**src/rtl/core/ps2mc_pkg.sv**
```systemverilog
package ps2mc_pkg;

  localparam int unsigned COORD_BITS_DEF = 12;
  localparam int unsigned COORD_BITS_MIN = 8;
  localparam int unsigned COORD_BITS_MAX = 16;

  localparam int unsigned CFG_W     = 12;
  localparam int unsigned CFG_IDX_W = 1;
  localparam int unsigned OUT_W     = 12;
  localparam int unsigned BYTE_W    = 8;

  localparam logic [CFG_IDX_W-1:0] REG_X_LIMIT = 1'd0;
  localparam logic [CFG_IDX_W-1:0] REG_Y_LIMIT = 1'd1;

  localparam logic [CFG_W-1:0] X_LIMIT_RST = 12'd1279;
  localparam logic [CFG_W-1:0] Y_LIMIT_RST = 12'd719;

  localparam int unsigned POS_X_RST = 640;
  localparam int unsigned POS_Y_RST = 360;

  localparam logic [BYTE_W-1:0] OVF_Y  = 8'h80;
  localparam logic [BYTE_W-1:0] OVF_X  = 8'h40;
  localparam logic [BYTE_W-1:0] SIGN_Y = 8'h20;
  localparam logic [BYTE_W-1:0] SIGN_X = 8'h10;

  typedef struct packed {
    logic              aux_flag;
    logic [BYTE_W-1:0] data_byte;
  } item_t;

  typedef struct packed {
    logic [CFG_W-1:0] x_limit;
    logic [CFG_W-1:0] y_limit;
  } limits_t;

endpackage

```
**src/rtl/core/ps2mc_in_if.sv**
```systemverilog
interface ps2mc_in_if;
  import ps2mc_pkg::*;

  logic              valid;
  logic              ready;
  logic              aux_flag;
  logic [BYTE_W-1:0] data_byte;

  modport source (output valid, output aux_flag, output data_byte, input ready);
  modport sink (input valid, input aux_flag, input data_byte, output ready);

endinterface

```
**src/rtl/core/ps2mc_out_if.sv**
```systemverilog
interface ps2mc_out_if;
  import ps2mc_pkg::*;

  logic             valid;
  logic             ready;
  logic [OUT_W-1:0] cursor_x;
  logic [OUT_W-1:0] cursor_y;
  logic             dropped;

  modport source (output valid, output cursor_x, output cursor_y, output dropped,
                  input ready);
  modport sink (input valid, input cursor_x, input cursor_y, input dropped,
                output ready);

endinterface

```
**src/rtl/core/ps2mc_cfg_if.sv**
```systemverilog
interface ps2mc_cfg_if;
  import ps2mc_pkg::*;

  logic                 valid;
  logic                 ready;
  logic [CFG_IDX_W-1:0] reg_index;
  logic [CFG_W-1:0]     wdata;

  modport source (output valid, output reg_index, output wdata, input ready);
  modport sink (input valid, input reg_index, input wdata, output ready);

endinterface

```
**src/rtl/core/ps2mc_cfg_regs.sv**
```systemverilog
module ps2mc_cfg_regs (
  input  logic                           clk,
  input  logic                           rst_n,
  input  logic                           wr_valid,
  output logic                           wr_ready,
  input  logic [ps2mc_pkg::CFG_IDX_W-1:0] wr_index,
  input  logic [ps2mc_pkg::CFG_W-1:0]     wr_data,
  output ps2mc_pkg::limits_t             limits
);
  import ps2mc_pkg::*;

  limits_t limits_r;
  limits_t limits_nxt;

  assign wr_ready = 1'b1;
  assign limits   = limits_r;

  always_comb begin
    limits_nxt = limits_r;
    if (wr_valid) begin
      unique case (wr_index)
        REG_X_LIMIT: limits_nxt.x_limit = wr_data;
        REG_Y_LIMIT: limits_nxt.y_limit = wr_data;
      endcase
    end
  end

  always_ff @(posedge clk) begin
    if (!rst_n) begin
      limits_r.x_limit <= X_LIMIT_RST;
      limits_r.y_limit <= Y_LIMIT_RST;
    end else begin
      limits_r <= limits_nxt;
    end
  end

endmodule

```
**src/rtl/core/ps2mc_in_stage.sv**
```systemverilog
module ps2mc_in_stage (
  input  logic                          clk,
  input  logic                          rst_n,
  input  logic                          in_valid,
  output logic                          in_ready,
  input  ps2mc_pkg::item_t              in_item,
  output logic                          item_valid,
  input  logic                          item_take,
  output ps2mc_pkg::item_t              item
);
  import ps2mc_pkg::*;

  logic  valid_r;
  item_t item_r;

  assign in_ready   = !valid_r || item_take;
  assign item_valid = valid_r;
  assign item       = item_r;

  always_ff @(posedge clk) begin
    if (!rst_n) begin
      valid_r <= 1'b0;
    end else if (in_valid && in_ready) begin
      valid_r <= 1'b1;
    end else if (item_take) begin
      valid_r <= 1'b0;
    end
  end

  always_ff @(posedge clk) begin
    if (in_valid && in_ready) begin
      item_r <= in_item;
    end
  end

endmodule

```
**src/rtl/core/ps2mc_core.sv**
```systemverilog
module ps2mc_core #(
  parameter int unsigned COORD_BITS = ps2mc_pkg::COORD_BITS_DEF
) (
  input  logic                        clk,
  input  logic                        rst_n,
  input  logic                        item_valid,
  output logic                        item_take,
  input  ps2mc_pkg::item_t            item,
  input  ps2mc_pkg::limits_t          limits,
  output logic                        out_valid,
  input  logic                        out_ready,
  output logic [ps2mc_pkg::OUT_W-1:0] out_x,
  output logic [ps2mc_pkg::OUT_W-1:0] out_y,
  output logic                        out_dropped
);
  import ps2mc_pkg::*;

  localparam int unsigned SW = COORD_BITS + 2;
  localparam int unsigned CW = COORD_BITS + CFG_W;
  localparam int unsigned WW = COORD_BITS + OUT_W;

  typedef enum logic [1:0] {
    IDX_HEAD = 2'd0,
    IDX_X    = 2'd1,
    IDX_Y    = 2'd2
  } pkt_idx_t;

  function automatic logic [COORD_BITS-1:0] clamp_coord(
    input logic signed [SW-1:0]  v,
    input logic [COORD_BITS-1:0] lim
  );
    logic [CW-1:0] v_ext;
    logic [CW-1:0] lim_ext;
    v_ext   = {{(CW-SW){1'b0}}, v};
    lim_ext = {{CFG_W{1'b0}}, lim};
    if (v[SW-1]) begin
      clamp_coord = '0;
    end else if (v_ext > lim_ext) begin
      clamp_coord = lim;
    end else begin
      clamp_coord = v[COORD_BITS-1:0];
    end
  endfunction

  pkt_idx_t              idx_r, idx_nxt;
  logic [BYTE_W-1:0]     head_r, head_nxt;
  logic [BYTE_W-1:0]     xbyte_r, xbyte_nxt;
  logic [COORD_BITS-1:0] pos_x_r, pos_x_nxt;
  logic [COORD_BITS-1:0] pos_y_r, pos_y_nxt;
  logic                  out_valid_r, out_valid_nxt;
  logic [OUT_W-1:0]      out_x_r, out_x_nxt;
  logic [OUT_W-1:0]      out_y_r, out_y_nxt;
  logic                  dropped_r, dropped_nxt;

  logic                  fire;
  logic                  last;
  logic                  ovf;
  logic signed [SW-1:0]  dx, dy, sum_x, sum_y;
  logic [CW-1:0]         mask_ext, xlim_ext, ylim_ext;
  logic [COORD_BITS-1:0] xlim, ylim;
  logic [WW-1:0]         wide_x, wide_y;

  assign item_take = item_valid && (!out_valid_r || out_ready);
  assign fire      = item_take && item.aux_flag;
  assign last      = fire && (idx_r != IDX_HEAD) && (idx_r != IDX_X);
  assign ovf       = (head_r & (OVF_X | OVF_Y)) != '0;

  // 9-bit deltas with sign from the head byte
  assign dx = SW'(signed'({(head_r & SIGN_X) != '0, xbyte_r}));
  assign dy = SW'(signed'({(head_r & SIGN_Y) != '0, item.data_byte}));

  assign sum_x = signed'({2'b00, pos_x_r}) + dx;
  assign sum_y = signed'({2'b00, pos_y_r}) - dy;

  // limits saturate to the coordinate range
  assign mask_ext = {{CFG_W{1'b0}}, {COORD_BITS{1'b1}}};
  assign xlim_ext = {{COORD_BITS{1'b0}}, limits.x_limit};
  assign ylim_ext = {{COORD_BITS{1'b0}}, limits.y_limit};
  assign xlim     = (xlim_ext > mask_ext) ? mask_ext[COORD_BITS-1:0] : xlim_ext[COORD_BITS-1:0];
  assign ylim     = (ylim_ext > mask_ext) ? mask_ext[COORD_BITS-1:0] : ylim_ext[COORD_BITS-1:0];

  always_comb begin
    idx_nxt   = idx_r;
    head_nxt  = head_r;
    xbyte_nxt = xbyte_r;
    pos_x_nxt = pos_x_r;
    pos_y_nxt = pos_y_r;
    if (fire) begin
      unique case (idx_r)
        IDX_HEAD: begin
          head_nxt = item.data_byte;
          idx_nxt  = IDX_X;
        end
        IDX_X: begin
          xbyte_nxt = item.data_byte;
          idx_nxt   = IDX_Y;
        end
        default: begin
          idx_nxt = IDX_HEAD;
          if (!ovf) begin
            pos_x_nxt = clamp_coord(sum_x, xlim);
            pos_y_nxt = clamp_coord(sum_y, ylim);
          end
        end
      endcase
    end
  end

  assign wide_x        = {{OUT_W{1'b0}}, pos_x_nxt};
  assign wide_y        = {{OUT_W{1'b0}}, pos_y_nxt};
  assign out_x_nxt     = wide_x[OUT_W-1:0];
  assign out_y_nxt     = wide_y[OUT_W-1:0];
  assign dropped_nxt   = ovf;
  assign out_valid_nxt = (out_valid_r && !out_ready) || last;

  always_ff @(posedge clk) begin
    if (!rst_n) begin
      idx_r       <= IDX_HEAD;
      head_r      <= '0;
      xbyte_r     <= '0;
      pos_x_r     <= COORD_BITS'(POS_X_RST);
      pos_y_r     <= COORD_BITS'(POS_Y_RST);
      out_valid_r <= 1'b0;
      out_x_r     <= '0;
      out_y_r     <= '0;
      dropped_r   <= 1'b0;
    end else begin
      idx_r       <= idx_nxt;
      head_r      <= head_nxt;
      xbyte_r     <= xbyte_nxt;
      pos_x_r     <= pos_x_nxt;
      pos_y_r     <= pos_y_nxt;
      out_valid_r <= out_valid_nxt;
      if (last) begin
        out_x_r   <= out_x_nxt;
        out_y_r   <= out_y_nxt;
        dropped_r <= dropped_nxt;
      end
    end
  end

  assign out_valid   = out_valid_r;
  assign out_x       = out_x_r;
  assign out_y       = out_y_r;
  assign out_dropped = dropped_r;

endmodule

```
**src/rtl/core/ps2_mouse_cursor_tracker.sv**
```systemverilog
// channel   dir  handshake                 payload
// in_bus    in   in_bus.valid/ready        aux_flag, data_byte
// out_bus   out  out_bus.valid/ready       cursor_x, cursor_y, dropped
// cfg_bus   in   cfg_bus.valid/ready       reg_index, wdata (ready always high)
//
// one transaction per cycle on in_bus while the result is not stalled; a byte
// reaches the input register, then the packet state and, with the last byte
// of a packet, the result register
// a stalled result holds in_bus off only once the input register is full
// reset is synchronous active low, no clearing pass
module ps2_mouse_cursor_tracker #(
  parameter int unsigned COORD_BITS = ps2mc_pkg::COORD_BITS_DEF
) (
  input  logic         clk,
  input  logic         rst_n,
  ps2mc_in_if.sink     in_bus,
  ps2mc_out_if.source  out_bus,
  ps2mc_cfg_if.sink    cfg_bus
);
  import ps2mc_pkg::*;

  item_t   in_item;
  item_t   item;
  logic    item_valid;
  logic    item_take;
  limits_t limits;

  assign in_item.aux_flag  = in_bus.aux_flag;
  assign in_item.data_byte = in_bus.data_byte;

  ps2mc_cfg_regs u_cfg (
    .clk      (clk),
    .rst_n    (rst_n),
    .wr_valid (cfg_bus.valid),
    .wr_ready (cfg_bus.ready),
    .wr_index (cfg_bus.reg_index),
    .wr_data  (cfg_bus.wdata),
    .limits   (limits)
  );

  ps2mc_in_stage u_in (
    .clk        (clk),
    .rst_n      (rst_n),
    .in_valid   (in_bus.valid),
    .in_ready   (in_bus.ready),
    .in_item    (in_item),
    .item_valid (item_valid),
    .item_take  (item_take),
    .item       (item)
  );

  ps2mc_core #(
    .COORD_BITS (COORD_BITS)
  ) u_core (
    .clk         (clk),
    .rst_n       (rst_n),
    .item_valid  (item_valid),
    .item_take   (item_take),
    .item        (item),
    .limits      (limits),
    .out_valid   (out_bus.valid),
    .out_ready   (out_bus.ready),
    .out_x       (out_bus.cursor_x),
    .out_y       (out_bus.cursor_y),
    .out_dropped (out_bus.dropped)
  );

endmodule

```
**src/flat_wrapper.sv**
```systemverilog
// flat-port wrapper written by rule: the top's interface ports become plain ports
module ps2_mouse_cursor_tracker_flat import ps2mc_pkg::*;
#(
  parameter int unsigned COORD_BITS = ps2mc_pkg::COORD_BITS_DEF
)
  (clk, rst_n, in_bus_valid, in_bus_aux_flag, in_bus_data_byte, in_bus_ready, out_bus_valid, out_bus_cursor_x, out_bus_cursor_y, out_bus_dropped, out_bus_ready, cfg_bus_valid, cfg_bus_reg_index, cfg_bus_wdata, cfg_bus_ready);
  ps2mc_in_if in_bus_i ();
  ps2mc_out_if out_bus_i ();
  ps2mc_cfg_if cfg_bus_i ();
  input  logic clk;
  input  logic rst_n;
  input wire logic [$bits(in_bus_i.valid)-1:0] in_bus_valid;
  input wire logic [$bits(in_bus_i.aux_flag)-1:0] in_bus_aux_flag;
  input wire logic [$bits(in_bus_i.data_byte)-1:0] in_bus_data_byte;
  output wire logic [$bits(in_bus_i.ready)-1:0] in_bus_ready;
  output wire logic [$bits(out_bus_i.valid)-1:0] out_bus_valid;
  output wire logic [$bits(out_bus_i.cursor_x)-1:0] out_bus_cursor_x;
  output wire logic [$bits(out_bus_i.cursor_y)-1:0] out_bus_cursor_y;
  output wire logic [$bits(out_bus_i.dropped)-1:0] out_bus_dropped;
  input wire logic [$bits(out_bus_i.ready)-1:0] out_bus_ready;
  input wire logic [$bits(cfg_bus_i.valid)-1:0] cfg_bus_valid;
  input wire logic [$bits(cfg_bus_i.reg_index)-1:0] cfg_bus_reg_index;
  input wire logic [$bits(cfg_bus_i.wdata)-1:0] cfg_bus_wdata;
  output wire logic [$bits(cfg_bus_i.ready)-1:0] cfg_bus_ready;
  assign in_bus_i.valid = in_bus_valid;
  assign in_bus_i.aux_flag = in_bus_aux_flag;
  assign in_bus_i.data_byte = in_bus_data_byte;
  assign in_bus_ready = in_bus_i.ready;
  assign out_bus_valid = out_bus_i.valid;
  assign out_bus_cursor_x = out_bus_i.cursor_x;
  assign out_bus_cursor_y = out_bus_i.cursor_y;
  assign out_bus_dropped = out_bus_i.dropped;
  assign out_bus_i.ready = out_bus_ready;
  assign cfg_bus_i.valid = cfg_bus_valid;
  assign cfg_bus_i.reg_index = cfg_bus_reg_index;
  assign cfg_bus_i.wdata = cfg_bus_wdata;
  assign cfg_bus_ready = cfg_bus_i.ready;
  ps2_mouse_cursor_tracker #(.COORD_BITS(COORD_BITS)) u_core (.clk(clk), .rst_n(rst_n), .in_bus(in_bus_i), .out_bus(out_bus_i), .cfg_bus(cfg_bus_i));
endmodule
```
**config.mk**
```make
export PLATFORM = sky130hd
export DESIGN_NAME = ps2_mouse_cursor_tracker_flat
export DESIGN_NICKNAME = d
export VERILOG_FILES = /design/src/rtl/core/ps2mc_pkg.sv /design/src/rtl/core/ps2mc_in_if.sv /design/src/rtl/core/ps2mc_out_if.sv /design/src/rtl/core/ps2mc_cfg_if.sv /design/src/rtl/core/ps2mc_cfg_regs.sv /design/src/rtl/core/ps2mc_in_stage.sv /design/src/rtl/core/ps2mc_core.sv /design/src/rtl/core/ps2_mouse_cursor_tracker.sv /design/src/flat_wrapper.sv
export SDC_FILE = /design/constraint.sdc
export NUM_CORES = 1
export LEC_CHECK = 0
export BUFFER_PORTS_ARGS = -buffer_cell sky130_fd_sc_hd__buf_2
export CORE_UTILIZATION = 35
export CTS_CLUSTER_SIZE = 28
export DETAILED_ROUTE_END_ITERATION = 10
export SKIP_CTS_REPAIR_TIMING = 1
export SLEW_MARGIN = 20
export SYNTH_ARGS = -nofsm -noshare
export SYNTH_HDL_FRONTEND = slang
export SYNTH_SLANG_ARGS = --single-unit
```
**constraint.sdc**
```tcl
create_clock -name clk -period 5.2 [get_ports clk]
set_input_delay 0.26 -clock clk [delete_from_list [all_inputs] [get_ports clk]]
set_output_delay 0.26 -clock clk [all_outputs]
set_load 0.01 [all_outputs]
```
### Word-level counts from Yosys, hierarchy flattened

Cells that the tools add are included.

| word-level totals | value |
|---|---|
| register bits after elaboration | 102 |
| bits in latches | 0 |
| memory bits (writable) | 0 |
| ROM bits | 0 |
| input port bits | 27 |
| output and inout bits | 28 |
| word-level logic and storage cells | 59 |
| memories kept | 0 |

| operators by class | value |
|---|---|
| add/subtract/negate cells | 2 |
| multipliers | 0 |
| divide/modulo/power cells | 0 |
| magnitude comparators | 4 |
| equal/unequal tests | 2 |
| shifts and indexed selects | 0 |
| mux-type cells | 15 |
| bitwise gates (word level) | 1 |
| reductions and logical operators | 21 |

Operator list:

| cell | number |
|---|---|
| 12-bit two-way mux | 12 |
| 14-bit by 12-bit greater-than comparator with 1-bit output | 2 |
| 12-bit greater-than comparator, second input constant | 2 |
| 13-bit by 9-bit adder with 14-bit output | 1 |
| 13-bit by 9-bit subtractor with 14-bit output | 1 |
| 2-bit AND reduction | 4 |
| 8-bit nonzero test | 1 |
| 1-bit logical AND | 6 |
| 2-bit one-hot mux with 2 select lines | 1 |
| 2-bit nonzero test | 2 |
| 1-bit zero test | 3 |
| 1-bit logical OR | 3 |
| 2-bit by 1-bit equality test with 1-bit output, second input constant | 1 |
| 2-bit zero test | 1 |
| 1-bit two-way mux | 2 |
| 2-bit by 1-bit inequality test with 1-bit output, second input constant | 1 |
| 2-bit OR reduction | 1 |
| 1-bit inverter | 1 |

### Longest topological paths before layout

| depth | value |
|---|---|
| depth after elaboration | 8 |
| mapped depth | 20 |
| depth with buffers taken out | 19 |

### Cells and area by module

Synthesis repeated with hierarchy kept, for this count alone.

| unflattened totals | value |
|---|---|
| cells, all modules | 692 |
| area, all modules | 5786.8 um2 |

By module, submodules not included:

| module | instances | cells each | area each (um2) |
|---|---|---|---|
| ps2mc_core | 1 | 571 | 4393.0 |
| ps2mc_cfg_regs | 1 | 107 | 1066.0 |
| ps2mc_in_stage | 1 | 14 | 327.8 |

### Worst setup path after synthesis

No wires, ideal clock.

| path | value |
|---|---|
| path kind | flip-flop to flip-flop |
| start | reg u_core.u_core.head_r[5] |
| end | reg u_core.u_core.out_y_r[10], in the netlist u_core.u_core.out_y[10] |
| library setup time | 0.117 ns |
| data arrival time | 3.771 ns |
| path slack | 1.312 ns |
| stages on the path, launching flop included | 18 |
| buffers on the path | 1 |
| cells stage by stage | dfxtp_1 inv_1 ha_1 a21oi_1 and2b_1 o21ai_0 nand2_2 nor2_1 xor2_1 ha_1 nand2_1 o41ai_1 a21oi_1 a21oi_4 buf_6 mux2i_1 o21ai_2 o22a_1 |

| on the way | value |
|---|---|
| cells in the longest elaborated chain, start to end | 7 |

RTL lines:

| element | RTL line | text |
|---|---|---|
| from (decl) | ps2mc_core.sv:46 | `logic [BYTE_W-1:0] head_r, head_nxt;` |
| from (signal assigned) | ps2mc_core.sv:129 | `head_r <= head_nxt;` |
| 13-bit by 9-bit subtractor with 14-bit output * | ps2mc_core.sv:73 | `assign sum_y = signed'({2'b00, pos_y_r}) - dy;` |
| 14-bit by 12-bit greater-than comparator with 1-bit output | ps2mc_core.sv:38 | `end else if (v_ext > lim_ext) begin` |
| 12-bit two-way mux | ps2mc_core.sv:38 |  |
| 12-bit two-way mux * | ps2mc_core.sv:36 | `if (v[SW-1]) begin` |
| 12-bit two-way mux * | ps2mc_core.sv:100 | `if (!ovf) begin` |
| 12-bit two-way mux * | ps2mc_core.sv:89 | `unique case (idx_r)` |
| 12-bit two-way mux * | ps2mc_core.sv:88 | `if (fire) begin` |
| to (signal assigned) | ps2mc_core.sv:136 | `out_y_r <= out_y_nxt;` |
| to (decl) | ps2mc_core.sv:52 | `logic [OUT_W-1:0] out_y_r, out_y_nxt;` |

Mark *: on every way between the ends. The rest lies on a longest branch, timed or not.
A chain may end at the register's enable or synchronous reset.

### Final worst setup path

| path | value |
|---|---|
| start | reg u_core.u_in.item_r (netlist bit u_core.u_in.item[0]) |
| end | reg u_core.u_core.out_y_r[7], in the netlist u_core.u_core.out_y[7] |

| on the way | value |
|---|---|
| cells in the longest elaborated chain, start to end | 7 |

RTL lines:

| element | RTL line | text |
|---|---|---|
| from (decl) | ps2mc_in_stage.sv:14 | `item_t item_r;` |
| from (signal assigned) | ps2mc_in_stage.sv:32 | `item_r <= in_item;` |
| 13-bit by 9-bit subtractor with 14-bit output * | ps2mc_core.sv:73 |  |
| 14-bit by 12-bit greater-than comparator with 1-bit output | ps2mc_core.sv:38 |  |
| 12-bit two-way mux | ps2mc_core.sv:38 |  |
| 12-bit two-way mux * | ps2mc_core.sv:36 |  |
| 12-bit two-way mux * | ps2mc_core.sv:100 |  |
| 12-bit two-way mux * | ps2mc_core.sv:89 |  |
| 12-bit two-way mux * | ps2mc_core.sv:88 |  |

Marks and branches as above.

==> results.yml <==
placed_design:
  post-place-cells: 886
  gp_congestion: 0.950
  io_buffers: 53
  dp_hpwl_mm: 11.7
layout:
  drive_above_1_share_pct: 14.0
  diodes: 0
  final_util_pct: 41.1
  layout.cells.non_filler: 902
  area_delta_synth_final_pct: 13.3
  nNetsFinal: 765
critical_path:
  cp_common_cell: "ha_1"
  r2r_setup_slack_ns: 0.30
  path_max_fanout: 15
  cp-end-kind: "flip-flop"
  required_ns: 5.45
  critPathBufInv: 1
  cp_slowest_cell: "o41ai_1"
  crit_chain: "ha_1, inv_1, fa_1, a21o_1, a22oi_1, o221ai_1, o21a_1, nor2_1, ha_1, nand2_1, o41ai_1, a21oi_1, a21oi_4, mux2i_1, o21ai_0, o22a_1"
  critical-path-top-delay-family: "compound AO/OA/AOI/OAI gates"
  r2r_cells: 16
  startpoint: "u_core.u_in.item[0]$_DFFE_PP_"
  crit_cells: 16
  max_stage_delay_ns: 0.73
  path_class: "flip-flop to flip-flop"
  r2r-end: "u_core.u_core.out_y[7]$_SDFFE_PN0P_"
  worstPathArrival_ns: 5.15
  cp-start-kind: "flip-flop"
  critPathCapture: "u_core.u_core.out_y[7]$_SDFFE_PN0P_"
  r2r-start: "u_core.u_in.item[0]$_DFFE_PP_"
sta:
  clock_skew_ns: 0.00908
  layout_min_cycle_time_ns: 4.90
  worst_pin_slew_ns: 1.02
  fin_tns_setup_ns: 0
  drv_slew: 0
  max-slew-margin-rel_pct: 31.8
  finalSetupViolations: 0
  timing.fmax_mhz: 204
  rsz0062_at_grt: "false"
  whs_ns: 0.0725
  period_share_pct: 94.2
  hold_viol_final: 0
detailed_routing:
  viasPerCell: 5.32
  drt-total-wl_mm: 15.2
  drtIter0Drc: 337
  first_pass_iters: 5
  drc: 0
  wire_per_inst_um: 16.8
  ant_nets: 0
  vias: 4803
grt:
  grt_pass1_wl_mm: 24.8
  grt_pass1_vias: 4619
  grt_max_degree: 43
  grt_overflow: 0
  grt_usage_pct: 19.6
  antenna_found_initial: 0
outcome:
  status: "completed"
floorplan:
  die-area_sq_mm: 0.0165
  ioPinCount: 55
  core_sq_mm: 0.0154
  fp-row-count: 45
  start_util_pct: 36.3
  die_y_um: 128
  die_w_um: 128
power:
  combPwrFrac_pct: 16.0
  p_sw_share_pct: 28.7
  leakage_nw: 2.88
  power.density_mw_per_mm2: 284
  pwr-share-clk_pct: 39.7
  pwr-share-seq_pct: 44.4
  vdd_drop_max_v: 0.000184
  p_sw_w: 0.000517
  p_total_w: 0.00180
  intPower_w: 0.00129
logic_synthesis:
  synth-edff-count: 9
  ys_warn_count: 0
  synth_nets: 723
  synth_ff_type: "dfxtp_1"
  syn_inst: 644
  synth_area_sq_mm: 0.00560
  ys_seq_area_share_pct: 36.7
  synth_cell_types: 72
  ys_ff_latch: 98
  async_reset_ff_share_pct: 0
  avgSynthCellArea_sq_um: 8.69
clock_network:
  cts_buffer_depth: 2
  cts-buffers-inserted: 9
  tritoncts: "done"
  clk_pin_slew_worst_paths_ns: 0.07
  cts-root-buf: "clkbuf_16"
  ctsHtreeMaxLevel: 3
  cts_sinks: 98
  clk_latency_ns: 0.36
worst_hold_path:
  hold_path_class: "input port to flip-flop"
  min-delay-start: "in_bus_aux_flag"
run:
  maxCapViolations: 0
[power groups by stage]
stage,Combinational [W],Clock (W),Sequential [W]
finish,0.000288,0.000715,0.000800
CTS,0.000286,0.000730,0.000800
detailed placement,0.000284,0,0.000817
global placement,0.000280,0,0.000817
global route,0.000320,0.000759,0.000802
floorplan,0.000224,0,0.000808
[worst reg2reg max path: cells and delay by family (launching register included)]
family | cells | cell delay (ns)
AOI/OAI and AO/OA | 9 | 2.94
adders and majority gates | 3 | 0.76
DFF | 1 | 0.41
muxes | 1 | 0.37
and+or+nand+nor | 2 | 0.26
buffers and inverters | 1 | 0.05
[placed cells by master (no fill, tap or decap), drive strengths merged, types with 4 or more instances in the layout]
| cell type | Yosys | layout |
|---|---|---|
| dfxtp | 89 | 89 |
| nand2 | 81 | 81 |
| buf | 7 | 56 |
| inv | 52 | 55 |
| a21oi | 53 | 53 |
| ha | 50 | 50 |
| nor2 | 42 | 42 |
| o21ai | 40 | 40 |
| mux2i | 25 | 25 |
| o211ai | 21 | 21 |
| xnor2 | 15 | 15 |
| nand3 | 14 | 14 |
| a21o | 9 | 9 |
| clkbuf | 18 | 9 |
| edfxtp | 9 | 9 |
| nand2b | 8 | 8 |
| a31oi | 8 | 8 |
| o21a | 7 | 7 |
| nor3 | 6 | 6 |
| o22a | 6 | 6 |
| nor2b | 5 | 5 |
| mux2 | 5 | 5 |
| or2 | 5 | 5 |
| and2 | 4 | 4 |
| o22ai | 4 | 4 |
| a2bb2oi | 4 | 4 |
| a211oi | 4 | 4 |
| and3 | 4 | 4 |
[cell usage after synthesis (3+ instances only)]
cell type  instances  area, sq um
dfxtp_1           89         1780
nand3_1           14         70.1
o21ai_0           33          165
nand2b_1           8         50.1
a2bb2oi_1          4         35.0
and3_1             3         18.8
clkbuf_1          16         60.1
nor2b_1            5         31.3
a31oi_1            8         50.1
nand4_1            3         18.8
o22ai_1            4         25.0
and2_1             4         25.0
or2_2              4         25.0
edfxtp_1           9          270
mux2_2             5         56.3
nor2_1            42          158
nor3b_1            3         22.5
mux2i_1           25          250
a21oi_1           51          255
o211ai_1          21          158
ha_1              50          626
xor2_1             3         26.3
nor3_1             6         30.0
o311ai_0           3         26.3
inv_1             51          191
buf_4              3         22.5
xnor2_1           15          131
a21o_1             9         67.6
o22a_1             6         52.6
buf_1              3         11.3
nand2_1           80          300
o21a_1             7         52.6
a211oi_1           3         22.5
o21ai_1            5         25.0
[how the worst min path moves through the flow]
stage | end | cells after the start
detailed placement | u_core.u_in.item[7]$_DFFE_PP_ | 1
finish | u_core.u_in.item[8]$_DFFE_PP_ | 1
CTS | u_core.u_in.item[8]$_DFFE_PP_ | 1
global route | u_core.u_in.item[2]$_DFFE_PP_ | 1
global placement | u_core.u_in.item[7]$_DFFE_PP_ | 1
floorplan | u_core.u_in.item[0]$_DFFE_PP_ | 0
[cell type report]
class	instances	area [sq um]
inverter	52	195
clock inverter	7	95.1
tap	211	264
sequential	98	2050
fill	1610	9090
multi-input combinational	469	3220
clock buffer	9	225
timing repair buffer	56	288
[registers in the layout, indices dropped and copies added (netlist names)]
| name | count |
|---|---|
| u_core.u_core.out_dropped | 1 |
| u_core.u_core.idx_r | 2 |
| u_core.u_core.pos_y_r | 12 |
| u_core.u_cfg.limits | 24 |
| u_core.u_core.out_x | 12 |
| u_core.u_core.out_y | 12 |
| u_core.u_core.out_valid | 1 |
| u_core.u_in.item | 9 |
| u_core.u_in.item_valid | 1 |
| u_core.u_core.head_r | 4 |
| u_core.u_core.pos_x_r | 12 |
| u_core.u_core.xbyte_r | 8 |
[logic make-up (layout without fill, tap and decap cells)]
kind of cell	Yosys count	after routing	share of synthesized area [%]
flops	98	98	36.7
xor+xnor	18	18	2.82
other cells	1	1	0.0670
mux	30	30	5.48
fa+ha+maj	52	52	11.9
simple gates	181	181	14.6
compound gates	187	187	22.6
buf+inv	77	124	5.86
[stage by stage]
stage / worst slack, ns / cell area [sq um]
2_1_floorplan: 1.31 / 5600
3_3_place_gp: 0.513 / 6020
3_5_place_dp: 0.429 / 6020
4_1_cts: 0.397 / 6340
5_1_grt: 0.0303 / 6340
6_report: 0.300 / 6340
[metal layers]
metal / part of all wire (%) / track usage [%] / vias up
met2: 48 / 33.2 / 126
met1: 46 / 25.0 / 2286
met5: 0 / 0 / -
met3: 4.1 / 3.95 / 23
met4: 2.0 / 5.61 / 0
li1: - / - / 2368
Note: power is estimated with default switching activity, not from simulation.
